$ cat src/rtl/hmd_pkg.sv
// ----------------------------------------------------------------------------
// hmd_pkg: shared definitions for the hidden message deframer
// Result kind codes, header byte offsets and the result record that travels
// from the frame parser to the output stage.
// ----------------------------------------------------------------------------
package hmd_pkg;

	typedef enum logic [1:0] {
		KIND_HEADER = 2'd0,
		KIND_NAME   = 2'd1,
		KIND_OPTION = 2'd2,
		KIND_DATA   = 2'd3
	} result_kind_t;

	// Header layout, big-endian: check word, name length, region length,
	// option length.
	localparam logic [3:0] HDR_NAME_POS   = 4'd4;
	localparam logic [3:0] HDR_REGION_POS = 4'd5;
	localparam logic [3:0] HDR_OPTION_POS = 4'd9;
	localparam logic [3:0] HDR_LAST_POS   = 4'd12;

	typedef struct packed {
		result_kind_t kind;
		logic [7:0]   payload_byte;
		logic [31:0]  segment_index;
		logic [31:0]  check_word;
		logic [7:0]   name_length;
		logic [31:0]  region_length;
		logic [31:0]  option_length;
		logic         frame_last;
	} result_t;

endpackage

$ cat src/rtl/hidden_message_deframer.sv
// ----------------------------------------------------------------------------
// hidden_message_deframer: byte-stream frame parser
// Splits a byte stream into header, name, option and data results.
// ----------------------------------------------------------------------------
// The block takes one stream byte per cycle and can accept a new byte in
// every cycle, including while a finished result waits for the downstream
// side, as long as that result is taken in the same cycle. Each byte passes
// through the parse logic in the cycle it is accepted and its result, if
// any, appears on the output in the next cycle from the result register, so
// the sustained rate is one transaction per clock while results are taken.
// A frame begins at a byte flagged by frame_start and opens with a
// 13-byte big-endian header (check word, name length, region length, option
// length); header bytes give no result until the last one, which gives the
// header result. Every following name, option or data byte gives one result,
// with the header fields repeated on each, and the last byte of the frame is
// marked by frame_last. Bytes outside a frame are accepted and dropped, and
// frame_start restarts parsing at any time, abandoning a frame in progress.
// The check word is only reported, never verified.
// ----------------------------------------------------------------------------
module hidden_message_deframer (
	input  logic        clk,
	input  logic        arst_n,
	input  logic        in_valid,
	output logic        in_ready,
	input  logic [7:0]  stream_byte,
	input  logic        frame_start,
	output logic        out_valid,
	input  logic        out_ready,
	output logic [1:0]  result_kind,
	output logic [7:0]  payload_byte,
	output logic [31:0] segment_index,
	output logic [31:0] check_word,
	output logic [7:0]  name_length,
	output logic [31:0] region_length,
	output logic [31:0] option_length,
	output logic        frame_last
);

	// The parser state advances on every accepted transaction; only the
	// bytes that produce a result load the result register.
	logic             accept;
	logic             res_valid;
	hmd_pkg::result_t res;
	hmd_pkg::result_t out_res;

	assign accept = in_valid && in_ready;

	hmd_parser u_parser (
		.clk         (clk),
		.arst_n      (arst_n),
		.accept      (accept),
		.stream_byte (stream_byte),
		.frame_start (frame_start),
		.res_valid   (res_valid),
		.res         (res)
	);

	hmd_out_stage u_out_stage (
		.clk       (clk),
		.arst_n    (arst_n),
		.in_valid  (in_valid),
		.in_ready  (in_ready),
		.res_valid (res_valid),
		.res       (res),
		.out_valid (out_valid),
		.out_ready (out_ready),
		.out_res   (out_res)
	);

	// Unpack the registered result onto the output ports.
	assign result_kind   = out_res.kind;
	assign payload_byte  = out_res.payload_byte;
	assign segment_index = out_res.segment_index;
	assign check_word    = out_res.check_word;
	assign name_length   = out_res.name_length;
	assign region_length = out_res.region_length;
	assign option_length = out_res.option_length;
	assign frame_last    = out_res.frame_last;

	// A header result carries no byte and no position.
	a_header_empty: assert property (@(posedge clk) disable iff (!arst_n)
		out_valid && (result_kind == hmd_pkg::KIND_HEADER)
		|-> (payload_byte == 8'd0) && (segment_index == 32'd0))
		else $error("header result with nonzero payload or index");

	// An option byte always lies inside the declared option segment.
	a_option_range: assert property (@(posedge clk) disable iff (!arst_n)
		out_valid && (result_kind == hmd_pkg::KIND_OPTION)
		|-> (segment_index < option_length) && (segment_index < region_length))
		else $error("option index outside option segment");

	// A data byte's index stays inside the region.
	a_data_range: assert property (@(posedge clk) disable iff (!arst_n)
		out_valid && (result_kind == hmd_pkg::KIND_DATA)
		|-> segment_index < region_length)
		else $error("data index outside region");

	// A name byte ends the frame only as the last name byte of a frame
	// without region.
	a_name_last: assert property (@(posedge clk) disable iff (!arst_n)
		out_valid && (result_kind == hmd_pkg::KIND_NAME) && frame_last
		|-> (region_length == 32'd0)
		&& (segment_index == ({24'd0, name_length} - 32'd1)))
		else $error("name byte ends frame at wrong place");

endmodule

$ cat src/rtl/hmd_parser.sv
// ----------------------------------------------------------------------------
// hmd_parser: frame parse state and per-byte classification
// Holds the parse phase, byte counter and header fields, and forms the result
// for each accepted byte in the same cycle.
// ----------------------------------------------------------------------------
module hmd_parser (
	input  logic            clk,
	input  logic            arst_n,
	input  logic            accept,
	input  logic [7:0]      stream_byte,
	input  logic            frame_start,
	output logic            res_valid,
	output hmd_pkg::result_t res
);

	typedef enum logic [1:0] {
		PH_IDLE,
		PH_HEADER,
		PH_NAME,
		PH_REGION
	} phase_t;

	phase_t      phase_q, phase_d, phase_eff;
	logic [31:0] count_q, count_d, count_eff;
	logic [31:0] check_q, check_d;
	logic [7:0]  name_len_q, name_len_d;
	logic [31:0] region_len_q, region_len_d;
	logic [31:0] option_len_q, option_len_d;
	logic [3:0]  hdr_pos;
	logic        name_end;
	logic        region_last;
	logic        is_option;

	always_comb begin
		phase_eff    = frame_start ? PH_HEADER : phase_q;
		count_eff    = frame_start ? 32'd0 : count_q;
		check_d      = frame_start ? 32'd0 : check_q;
		name_len_d   = frame_start ? 8'd0 : name_len_q;
		region_len_d = frame_start ? 32'd0 : region_len_q;
		option_len_d = frame_start ? 32'd0 : option_len_q;
		phase_d      = phase_eff;
		count_d      = count_eff;
		hdr_pos      = count_eff[3:0];
		name_end     = ({1'b0, count_eff} + 33'd1) >= {25'd0, name_len_q};
		region_last  = count_eff == (region_len_q - 32'd1);
		is_option    = count_eff < option_len_q;

		res_valid         = 1'b0;
		res.kind          = hmd_pkg::KIND_HEADER;
		res.payload_byte  = 8'd0;
		res.segment_index = 32'd0;
		res.frame_last    = 1'b0;

		unique case (phase_eff)
			PH_HEADER: begin
				if (hdr_pos < hmd_pkg::HDR_NAME_POS) begin
					check_d = {check_d[23:0], stream_byte};
				end else if (hdr_pos == hmd_pkg::HDR_NAME_POS) begin
					name_len_d = stream_byte;
				end else if (hdr_pos < hmd_pkg::HDR_OPTION_POS) begin
					region_len_d = {region_len_d[23:0], stream_byte};
				end else begin
					option_len_d = {option_len_d[23:0], stream_byte};
				end
				count_d = count_eff + 32'd1;
				if (hdr_pos == hmd_pkg::HDR_LAST_POS) begin
					count_d   = 32'd0;
					res_valid = 1'b1;
					if (name_len_d != 8'd0) begin
						phase_d = PH_NAME;
					end else if (region_len_d != 32'd0) begin
						phase_d = PH_REGION;
					end else begin
						phase_d        = PH_IDLE;
						res.frame_last = 1'b1;
					end
				end
			end
			PH_NAME: begin
				res_valid         = 1'b1;
				res.kind          = hmd_pkg::KIND_NAME;
				res.payload_byte  = stream_byte;
				res.segment_index = count_eff;
				res.frame_last    = name_end && (region_len_q == 32'd0);
				if (name_end) begin
					count_d = 32'd0;
					phase_d = (region_len_q == 32'd0) ? PH_IDLE : PH_REGION;
				end else begin
					count_d = count_eff + 32'd1;
				end
			end
			PH_REGION: begin
				res_valid         = 1'b1;
				res.payload_byte  = stream_byte;
				res.frame_last    = region_last;
				// Option length beyond the region makes every byte an option.
				if (is_option) begin
					res.kind          = hmd_pkg::KIND_OPTION;
					res.segment_index = count_eff;
				end else begin
					res.kind          = hmd_pkg::KIND_DATA;
					res.segment_index = count_eff - option_len_q;
				end
				if (region_last) begin
					phase_d = PH_IDLE;
					count_d = 32'd0;
				end else begin
					count_d = count_eff + 32'd1;
				end
			end
			default: begin
				phase_d = PH_IDLE;
			end
		endcase

		res.check_word    = check_d;
		res.name_length   = name_len_d;
		res.region_length = region_len_d;
		res.option_length = option_len_d;
	end

	always_ff @(posedge clk or negedge arst_n) begin
		if (!arst_n) begin
			phase_q      <= PH_IDLE;
			count_q      <= 32'd0;
			check_q      <= 32'd0;
			name_len_q   <= 8'd0;
			region_len_q <= 32'd0;
			option_len_q <= 32'd0;
		end else if (accept) begin
			phase_q      <= phase_d;
			count_q      <= count_d;
			check_q      <= check_d;
			name_len_q   <= name_len_d;
			region_len_q <= region_len_d;
			option_len_q <= option_len_d;
		end
	end

endmodule

$ cat src/rtl/hmd_out_stage.sv
// ----------------------------------------------------------------------------
// hmd_out_stage: result register
// Holds one result until the downstream side takes it and tells the input
// side when a new byte may enter.
// ----------------------------------------------------------------------------
module hmd_out_stage (
	input  logic             clk,
	input  logic             arst_n,
	input  logic             in_valid,
	output logic             in_ready,
	input  logic             res_valid,
	input  hmd_pkg::result_t res,
	output logic             out_valid,
	input  logic             out_ready,
	output hmd_pkg::result_t out_res
);

	logic             valid_q;
	hmd_pkg::result_t data_q;
	logic             accept;

	assign in_ready  = !valid_q || out_ready;
	assign accept    = in_valid && in_ready;
	assign out_valid = valid_q;
	assign out_res   = data_q;

	always_ff @(posedge clk or negedge arst_n) begin
		if (!arst_n) begin
			valid_q <= 1'b0;
		end else if (accept && res_valid) begin
			valid_q <= 1'b1;
		end else if (out_ready) begin
			valid_q <= 1'b0;
		end
	end

	always_ff @(posedge clk) begin
		if (accept && res_valid) begin
			data_q <= res;
		end
	end

endmodule

$ cat config.mk
export PLATFORM = sky130hd
export DESIGN_NAME = hidden_message_deframer
export DESIGN_NICKNAME = d
export VERILOG_FILES = /design/src/rtl/hmd_pkg.sv /design/src/rtl/hidden_message_deframer.sv /design/src/rtl/hmd_parser.sv /design/src/rtl/hmd_out_stage.sv
export SDC_FILE = /design/constraint.sdc
export NUM_CORES = 1
export LEC_CHECK = 0
export BUFFER_PORTS_ARGS = -buffer_cell sky130_fd_sc_hd__buf_2
export CORE_UTILIZATION = 25
export DETAILED_ROUTE_END_ITERATION = 6
export PLACE_DENSITY = 0.49
export SLEW_MARGIN = 0
export SYNTH_ARGS = -nofsm -noshare
export SYNTH_HDL_FRONTEND = slang
export SYNTH_HIERARCHICAL = 1
export SYNTH_SLANG_ARGS = --single-unit
$ cat constraint.sdc
create_clock -name clk -period 3.5 [get_ports clk]
set_input_delay 0.7 -clock clk [delete_from_list [all_inputs] [get_ports clk]]
set_output_delay 0.7 -clock clk [all_outputs]
set_load 0.1 [all_outputs]
# Yosys cells after proc, flatten, opt, wreduce, memory -nomap -nowiden
# Cells that the tools add are included.
# classes
add_sub_neg,4
n_lt_le_gt_ge,4
eq_ne,6
muxes,43
n_reduce_logical,10
# op_table
op,n
$mux 32,19
$pmux 32 s3,1
$pmux 42 s2,1
$mux 8,5
$add 32x1->33 const B,1
$ge 33x8->1,1
$add 32x1->32 const B,1
$eq 32x32->1,1
$logic_not 32->1,1
$lt 32x32->1,1
$reduce_bool 32->1,1
$sub 32x1->32 const B,1
$sub 32x32->32,1
$mux 2,7
$reduce_bool 8->1,1
$mux 1,7
$pmux 2 s3,1
$eq 2x2->1 const B,2
$eq 4x3->1 const B,1
$eq 4x4->1 const B,1
$lt 4x3->1 const B,1
$lt 4x4->1 const B,1
$logic_and 1x1->1,3
$pmux 1 s3,1
6 further kinds,6
# totals
ff_bits,286
in_bits,13
output_inout_bits,149
elab_cells,82

# Longest topological paths before layout
# Gate-level depths: netlist of run 1.
# logic_depth
depth_word,11
ltp_mapped,23
ltp_nobuf,16

# Hierarchy
# The synthesis of run 1 kept the hierarchy.
# modules_own_cells
mod,instances,cells_per_inst,area_per_inst_um2,seq_area_each_um2
hmd_parser,1,1594,12189.2,3453.3
hmd_out_stage,1,152,4474.3,4439.3
hidden_message_deframer,1,1,6.3,0.0

# Least setup slack after synthesis of run 1
# No wires, ideal clock.
# synth_timing
path_type,input to register
from,input frame_start
to,"register u_out_stage.data_q, in the netlist u_out_stage/out_res[0], enable pin"
setup_time_ps,458
t_arrival_ps,5192
required_time_ps,3042
setup_slack_ps,-2150
cell_stages,13
n_path_buf,6
cell_sequence,buf_2 clkbuf_1 buf_1 buf_1 clkbuf_1 clkbuf_1 nor2b_1 inv_1 ha_1 nand4_1 a21oi_1 nand2_1 nor2b_4
# synth_via
elab_chain_len,5
word_cells_on_any_way,10
classes_between,eq/ne: 4; mux: 4; reduce/logical: 2
# synth_rtl
item,line_no,text
"start, declared",hidden_message_deframer.sv:26,"input logic frame_start,"
$mux 32 / $mux 2 (equally long branches),"hmd_parser.sv:36, hmd_parser.sv:35",
$eq 4x4->1 / $eq 2x2->1 (equally long branches),"hmd_parser.sv:66, hmd_parser.sv:54",
$mux 1 / $reduce_or 2->1 (equally long branches),--,
$pmux 1 s2 (*),hmd_parser.sv:54,unique case (phase_eff)
net res_valid,hidden_message_deframer.sv:42,logic res_valid;
$logic_and 1x1->1 (*),hmd_out_stage.sv:38,if (accept && res_valid) begin
"end signal, assigned",hmd_out_stage.sv:39,data_q <= res;
"end, declared",hmd_out_stage.sv:19,hmd_pkg::result_t data_q;
# The timed path passes the listed nets; every way through them passes the cells marked *.
# A chain may end at the register's enable or synchronous reset.

# Final worst setup path of run 1
# layout_timing
from,register u_parser.count_q[0]
to,register u_parser.count_q[19]
# layout_via
elab_chain_len,5
word_cells_on_any_way,10
classes_between,add/sub: 2; order compare: 1; eq/ne: 2; mux: 5
# layout_rtl
item,line_no,text
"start, declared",hmd_parser.sv:24,"logic [31:0] count_q, count_d, count_eff;"
"start signal, assigned",hmd_parser.sv:132,count_q <= count_d;
$mux 32 (*),hmd_parser.sv:36,count_eff = frame_start ? 32'd0 : count_q;
$add 32x1->33,hmd_parser.sv:44,"name_end = ({1'b0, count_eff} + 33'd1) >= {25'd0, name_len_q};"
$ge 33x8->1,hmd_parser.sv:44,
$mux 32,hmd_parser.sv:85,if (name_end) begin
$pmux 32 s3 (*),hmd_parser.sv:54,
# Mark *: on every way between the ends. The rest lies on a longest branch, timed or not.

==> flow_summary.toml, run 1 <==
[sta]
timing.final.crit_share = 1.05
grt_setup_unrepaired = "yes"
achievable-frequency_ghz = 0.272
timing_hold_violations_final = 0
final_setup_margin_ns = -0.176
hold_ws_ns = 0.159
max-slew-margin-rel = 0.247
worst_slew_pin_slew_ns = 1.12
period_minus_slack_ns = 3.68
setup_viol_count_final = 53
clock-skew-final_ns = 0.0305
slew_violations = 0

[critical_path]
path_depth = 17
timing.rr.start = "u_parser/count_q[0]"
cpPeakStageDelay_ns = 0.46
crit_required_ns = 3.99
critical_path_buf_inv_count = 1
crit_path_end_kind = "flip-flop"
worst_setup_path_endpoint = "u_parser/count_q[19]"
cp_cell_sequence = "nor2b_4 -> ha_4 -> nand4_4 -> nor2_2 -> xor2_1 -> ha_1 -> nand4_1 -> nor2_2 -> a211oi_2 -> and4_1 -> nand4_1 -> or4_4 -> o32ai_4 -> buf_6 -> a31oi_4 -> or3_1 -> nand3_1"
crit_arrival_ns = 4.16
worst_r2r_endpoint = "u_parser/count_q[19]"
cp_slowest_cell = "or4_4"
r2r.worst_path.cells = 17
cp_max_fo = 7
startpoint_type = "flip-flop"
critical_path.startpoint = "u_parser/count_q[0]"
worst-setup-path-type = "flip-flop to flip-flop"
worst_path_dominant_cell_family = "simple AND/OR/NAND/NOR gates"
reg2reg_setup_slack_ns = -0.18

[die]
initial_core_util = 0.253
ios = 162
floorplan.die_area_sq_um = 67700
floorplan.rows = 94
core_area_sq_um = 65900
die_height_um = 260
die_width_um = 260

[clock_tree]
clk_latency_ns = 0.56
htree_num_levels = 2
cts.path.max_buffers = 3
path_clk_slew_ns = 0.06
clock_tree_from_tritoncts = "done"
cts.sink_count = 286
cts_hold_buffers = 0
cts-buffers-inserted = 36
cts_root_buffer = "clkbuf_16"

[route]
route.detailed.vias_per_inst = 4.85
wl_um = 60200
drt_drc_violations_left = 0
via_count = 15022
drt-initial-drc-count = 1147
firstDrtPassIters = 5
number_of_nets_with_antenna_violations_after_routing = 0
wl_per_cell_um = 19.5

[logic_synthesis]
seq_area_frac_synth = 0.473
syn_area_sq_um = 16700
synth_edf_count = 147
ys_ff_latch = 286
ys.flop_type = "edfxtp_1"
synthesis.nets = 1804
synth_top_cells_by_area = "edfxtp_1 26%, dfrtp_1 21%, nand2_1 6.7%"
postSynthCellCount = 1747
netlist.area_leader.share = 0.265
synth_area_per_cell_sq_um = 9.54
synth.lib_cells_used.distinct = 79
synth_warnings = 6
async_s_r_ff_share_synth = 0.486
synth_top_cell_by_area = "edfxtp_1"

[place]
pre_cts_slack_ns = -0.873
gpl.final_weighted_congestion = 0.887
numPortBuffers = 161
placed_cells = 3000
detailed_place_hpwl_um = 44800

[status]
violations_in_the_final_reports = "negative setup slack"
outcome = "finished with violations"

[global_routing]
grt-ovfl-total = 0
grt_pass1_vias = 15209
grt_start_max_net_pins = 86
gr_util_all_layers = 0.176
grt_antenna_before_repair = 0
wire_length_of_the_first_global_routing_pass_um = 91100

[finish]
layout_common_cells = "352 x buf_4, 287 x nand2_1, 159 x buf_2"
final_nets = 2262
antenna-diode-count = 0
final_common_cell = "buf_4"
layout-area-overhead-vs-synth_pct = 38.6
instances_no_fill = 3097
share_of_cells_above_drive_strength_1 = 0.351

[run]
max_cap_viol_count = 0

[min_path]
hold_path.class = "input pin to async pin"

[pwr]
p_leak_nw = 10.1
worst_ir_drop_vdd_mv = 0.360
p_per_area_nw_per_um2 = 582
-- worst min-delay path by stage --
stage,startpoint,end,slack (ns),depth (start not counted)
after floorplan,arst_n,u_out_stage/out_valid,0.40,0
after global placement,u_parser/check_q[26],u_parser/check_q[26],0.49,1
after detailed placement,u_parser/check_q[25],u_parser/check_q[25],0.50,1
after CTS,arst_n,u_parser/check_q[20],0.13,1
after global routing,arst_n,u_parser/count_q[1],0.19,1
final,arst_n,u_parser/option_len_q[8],0.16,1
-- sequential cells by signal (all words and copies together), names as in the netlist --
| signal | flops |
|---|---|
| u_out_stage/out_res | 147 |
| u_out_stage/out_valid | 1 |
| u_parser/check_q | 32 |
| u_parser/count_q | 32 |
| u_parser/name_len_q | 8 |
| u_parser/option_len_q | 32 |
| u_parser/phase_q | 2 |
| u_parser/region_len_q | 32 |
-- where the power goes --
part           switching [W]  total [W]  internal [W]  leakage, nW
clock                0.00155    0.00393       0.00238        0.601
combinational        0.00316    0.00539       0.00223         6.22
sequential          0.000221    0.00413       0.00391         3.26
-- stage by stage --
step | cell area [sq um] | power [W] | util | TNS (ns)
after floorplan | 16800 | 0.00716 | - | -225.18
after global placement | 20900 | 0.00874 | 0.318 | -36.73
after detailed placement | 20900 | 0.00878 | 0.318 | -42.31
after CTS | 22600 | 0.0131 | 0.343 | -3.28
after global routing | 23100 | 0.0141 | 0.351 | -16.25
final | 23100 | 0.0134 | 0.351 | -5.81
-- Yosys cell counts, types with 43 or more instances --
library cell	count
inv_1	66
nand3_1	47
xnor2_1	58
dfrtp_1	139
o21ai_0	99
nand2_1	298
clkbuf_1	97
nor2_1	93
mux2_2	54
edfxtp_1	147
ha_1	43
a21oi_1	93
-- routing by layer --
layer / part of all wire / vias up / wire, um / GRT usage
li1: - / 7208 / - / -
met2: 0.49 / 358 / 29500 / 0.301
met4: 0.035 / 0 / 2090 / 0.0647
met1: 0.43 / 7350 / 26200 / 0.224
met3: 0.041 / 106 / 2500 / 0.0224
met5: 0 / - / 0 / 0
-- cells by family after synthesis --
logic type | Yosys count | share of synthesized area
AOI/OAI and AO/OA | 386 | 0.150
muxes | 64 | 0.0425
adders and majority gates | 44 | 0.0335
and+or+nand+nor | 687 | 0.206
buffers and inverters | 191 | 0.0450
DFF | 286 | 0.473
xor gates and xnor gates | 89 | 0.0492
-- final cells by class --
| type | count | area, sq um |
|---|---|---|
| fill | 6732 | 42800 |
| inverter | 66 | 248 |
| clock inverter | 17 | 216 |
| tap | 864 | 1080 |
| clock buffer | 49 | 1030 |
| timing repair buffer | 542 | 3950 |
| multi-input combinational | 1273 | 8680 |
| sequential | 286 | 7890 |
-- what timing repair did --
action	in CTS	in global routing
gates cloned	4	2
gates resized for setup	67	89
endpoints found under the hold margin	0	0
endpoints found under the setup margin	63	65
buffers inserted	13	13
pin swaps	25	29
No activity file was read; power rests on OpenSTA's default activity.
==> run 2, diff against run 1 <==
--- a/config.mk
+++ b/config.mk
@@ -9,6 +9,7 @@
 export CORE_UTILIZATION = 25
 export DETAILED_ROUTE_END_ITERATION = 6
 export PLACE_DENSITY = 0.49
+export RECOVER_POWER = 50
 export SLEW_MARGIN = 0
 export SYNTH_ARGS = -nofsm -noshare
 export SYNTH_HDL_FRONTEND = slang
==> run 2 against run 1 <==
  * The run ends with max-capacitance violations, max-slew violations, negative setup slack left
  * Sequential share of layout area rose by 0.32 points
  * Register-to-register slack worse by 0.02 ns
  * Clock power barely moved
  * Flip-flop and latch count is the same
  * Utilization shrank 0.33 points
  * Power fell by 0.22%
  * Critical path type unchanged
  * Critical endpoint is now u_parser/count_q[27]
  * Routed wire length barely moved
  * Non-clock buffer count stayed put
  * Highest routed layer unchanged
  * Clock skew down 0.00080 ns
==> flow_summary.toml, run 2 (same netlist as run 1, synthesis figures left out) <==
[route]
drt_drc_violations_left = 0
wl_per_cell_um = 19.5
route.detailed.vias_per_inst = 4.86
via_count = 15058
number_of_nets_with_antenna_violations_after_routing = 0
firstDrtPassIters = 6
wl_um = 60300
drt-initial-drc-count = 1082

[global_routing]
grt_pass1_vias = 15209
grt_start_max_net_pins = 86
use_met3 = 0.0224
grt-busiest-layer = "met2"
gr_util_all_layers = 0.176
grt_antenna_before_repair = 0
grt.met2_usage = 0.301
grt_util_met1 = 0.224
grt-ovfl-total = 0
wire_length_of_the_first_global_routing_pass_um = 91100

[sta]
max-slew-margin-rel = -0.107
achievable-frequency_ghz = 0.271
slew_violations = 144
clock-skew-final_ns = 0.0297
grt_setup_unrepaired = "yes"
period_minus_slack_ns = 3.69
final_setup_margin_ns = -0.193
setup_viol_count_final = 58
timing.final.crit_share = 1.06
worst_slew_pin_slew_ns = 1.66
timing_hold_violations_final = 0
finalSetupTns_ns = -6.99

[critical_path]
crit_arrival_ns = 4.17
cp_slowest_cell = "or4_4"
reg2reg_setup_slack_ns = -0.19
path_depth = 17
cp_cell_sequence = "nor2b_4 -> ha_4 -> nand4_4 -> nor2_2 -> xor2_1 -> ha_1 -> nand4_1 -> nor2_2 -> a211oi_2 -> and4_1 -> nand4_1 -> or4_4 -> o32ai_4 -> buf_6 -> a31oi_4 -> or3_1 -> o21ai_1"
cpPeakStageDelay_ns = 0.46
cp_max_fo = 7
worst-setup-path-type = "flip-flop to flip-flop"
crit_path_end_kind = "flip-flop"
startpoint_type = "flip-flop"
critical_path_buf_inv_count = 1
worst_setup_path_endpoint = "u_parser/count_q[27]"
crit_required_ns = 3.98
r2r.worst_path.cells = 17
worst_path_dominant_cell_family = "simple AND/OR/NAND/NOR gates"
critical_path.startpoint = "u_parser/count_q[0]"
timing.rr.start = "u_parser/count_q[0]"
worst_r2r_endpoint = "u_parser/count_q[27]"

[finish]
final_common_cell = "buf_4"
final_nets = 2262
layout_common_cells = "350 x buf_4, 287 x nand2_1, 158 x clkbuf_1"
antenna-diode-count = 0
share_of_cells_above_drive_strength_1 = 0.283
layout-area-overhead-vs-synth_pct = 37.3
largest_register_ff_count = 147

[clock_tree]
cts_hold_buffers = 0
cts-buffers-inserted = 36
clk_latency_ns = 0.56
cts_root_buffer = "clkbuf_16"
clock_tree_from_tritoncts = "done"
htree_num_levels = 2
path_clk_slew_ns = 0.06
cts.sink_count = 286
cts.path.max_buffers = 3

[die]
initial_core_util = 0.253
die_height_um = 260
floorplan.rows = 94
ios = 162
core_area_sq_um = 65900
floorplan.die_area_sq_um = 67700
die_width_um = 260

[status]
violations_in_the_final_reports = "max-capacitance violations, max-slew violations, negative setup slack"
outcome = "finished with violations"

[run]
max_cap_viol_count = 3

[pwr]
p_leak_nw = 9.65
finalPower_w = 0.0134
p_per_area_nw_per_um2 = 586
worst_ir_drop_vdd_mv = 0.361

[place]
detailed_place_hpwl_um = 44800
gpl.final_weighted_congestion = 0.887
pre_cts_slack_ns = -0.873
numPortBuffers = 161

[min_path]
hold_path.startpoint = "out_ready"
hold_path.class = "input pin to flip-flop"
-- run 2: changes by cell type in the layout (fill, tap and decap cells not counted) --
cell      before  now
clkbuf_1       7  158
o21ai_0       69   70
buf_6         13   12
clkbuf_2       0    2
o21ai_1       13   12
buf_12        14   13
buf_2        159   10
buf_4        352  350
-- run 2: power by group --
part | internal [W] | switching (W) | leakage, nW
Clock | 0.00238 | 0.00155 | 0.601
Sequential | 0.00391 | 0.000227 | 3.26
Combinational | 0.00220 | 0.00315 | 5.79
-- run 2: repair_timing --
| action | 4_1_cts | 5_1_grt |
|---|---|---|
| gates cloned | 4 | 2 |
| endpoints found under the setup margin | 63 | 65 |
| setup buffers | 13 | 13 |
| pin swaps | 25 | 29 |
| resized for setup | 67 | 89 |
-- run 2: worst register-to-register path: stages (launching register included) --
cell      delay [ns]
dfrtp_1         0.40
nor2b_4         0.20
ha_4            0.19
nand4_4         0.12
nor2_2          0.11
xor2_1          0.20
ha_1            0.27
nand4_1         0.12
nor2_2          0.07
a211oi_2        0.16
and4_1          0.20
nand4_1         0.10
or4_4           0.46
o32ai_4         0.31
buf_6           0.16
a31oi_4         0.07
or3_1           0.40
o21ai_1         0.08
-- run 2: how the worst min path moves through the flow --
stage          cells after the start                    end
2_1_floorplan                      0  u_out_stage/out_valid
3_3_place_gp                       1   u_parser/check_q[26]
3_5_place_dp                       1   u_parser/check_q[25]
4_1_cts                            1   u_parser/check_q[20]
5_1_grt                            3  u_out_stage/out_valid
6_report                           3  u_out_stage/out_valid
-- run 2: through the flow --
step	hold WS, ns	cell area (sq um)	utilization	std cells
after floorplan	0.404	16800	-	1747
after detailed placement	0.496	20900	0.318	3000
after global routing	0.453	22900	0.347	3097
after CTS	0.134	22600	0.343	3083
final	0.458	22900	0.347	3097
after global placement	0.488	20900	0.318	3000
-- run 2: metal layers --
layer,share of wire,wire (um),up-vias
li1,-,-,7200
met5,0,0,-
met1,0.44,26300,7378
met4,0.035,2110,0
met2,0.49,29500,367
met3,0.040,2410,113
-- run 2: cell type report --
cell class,count,area [sq um]
Clock buffer,49,1030
Clock inverter,17,216
Fill cell,6798,43000
Inverter,66,248
Multi-Input combinational cell,1273,8680
Sequential cell,286,7890
Tap cell,864,1080
Timing Repair Buffer,542,3730
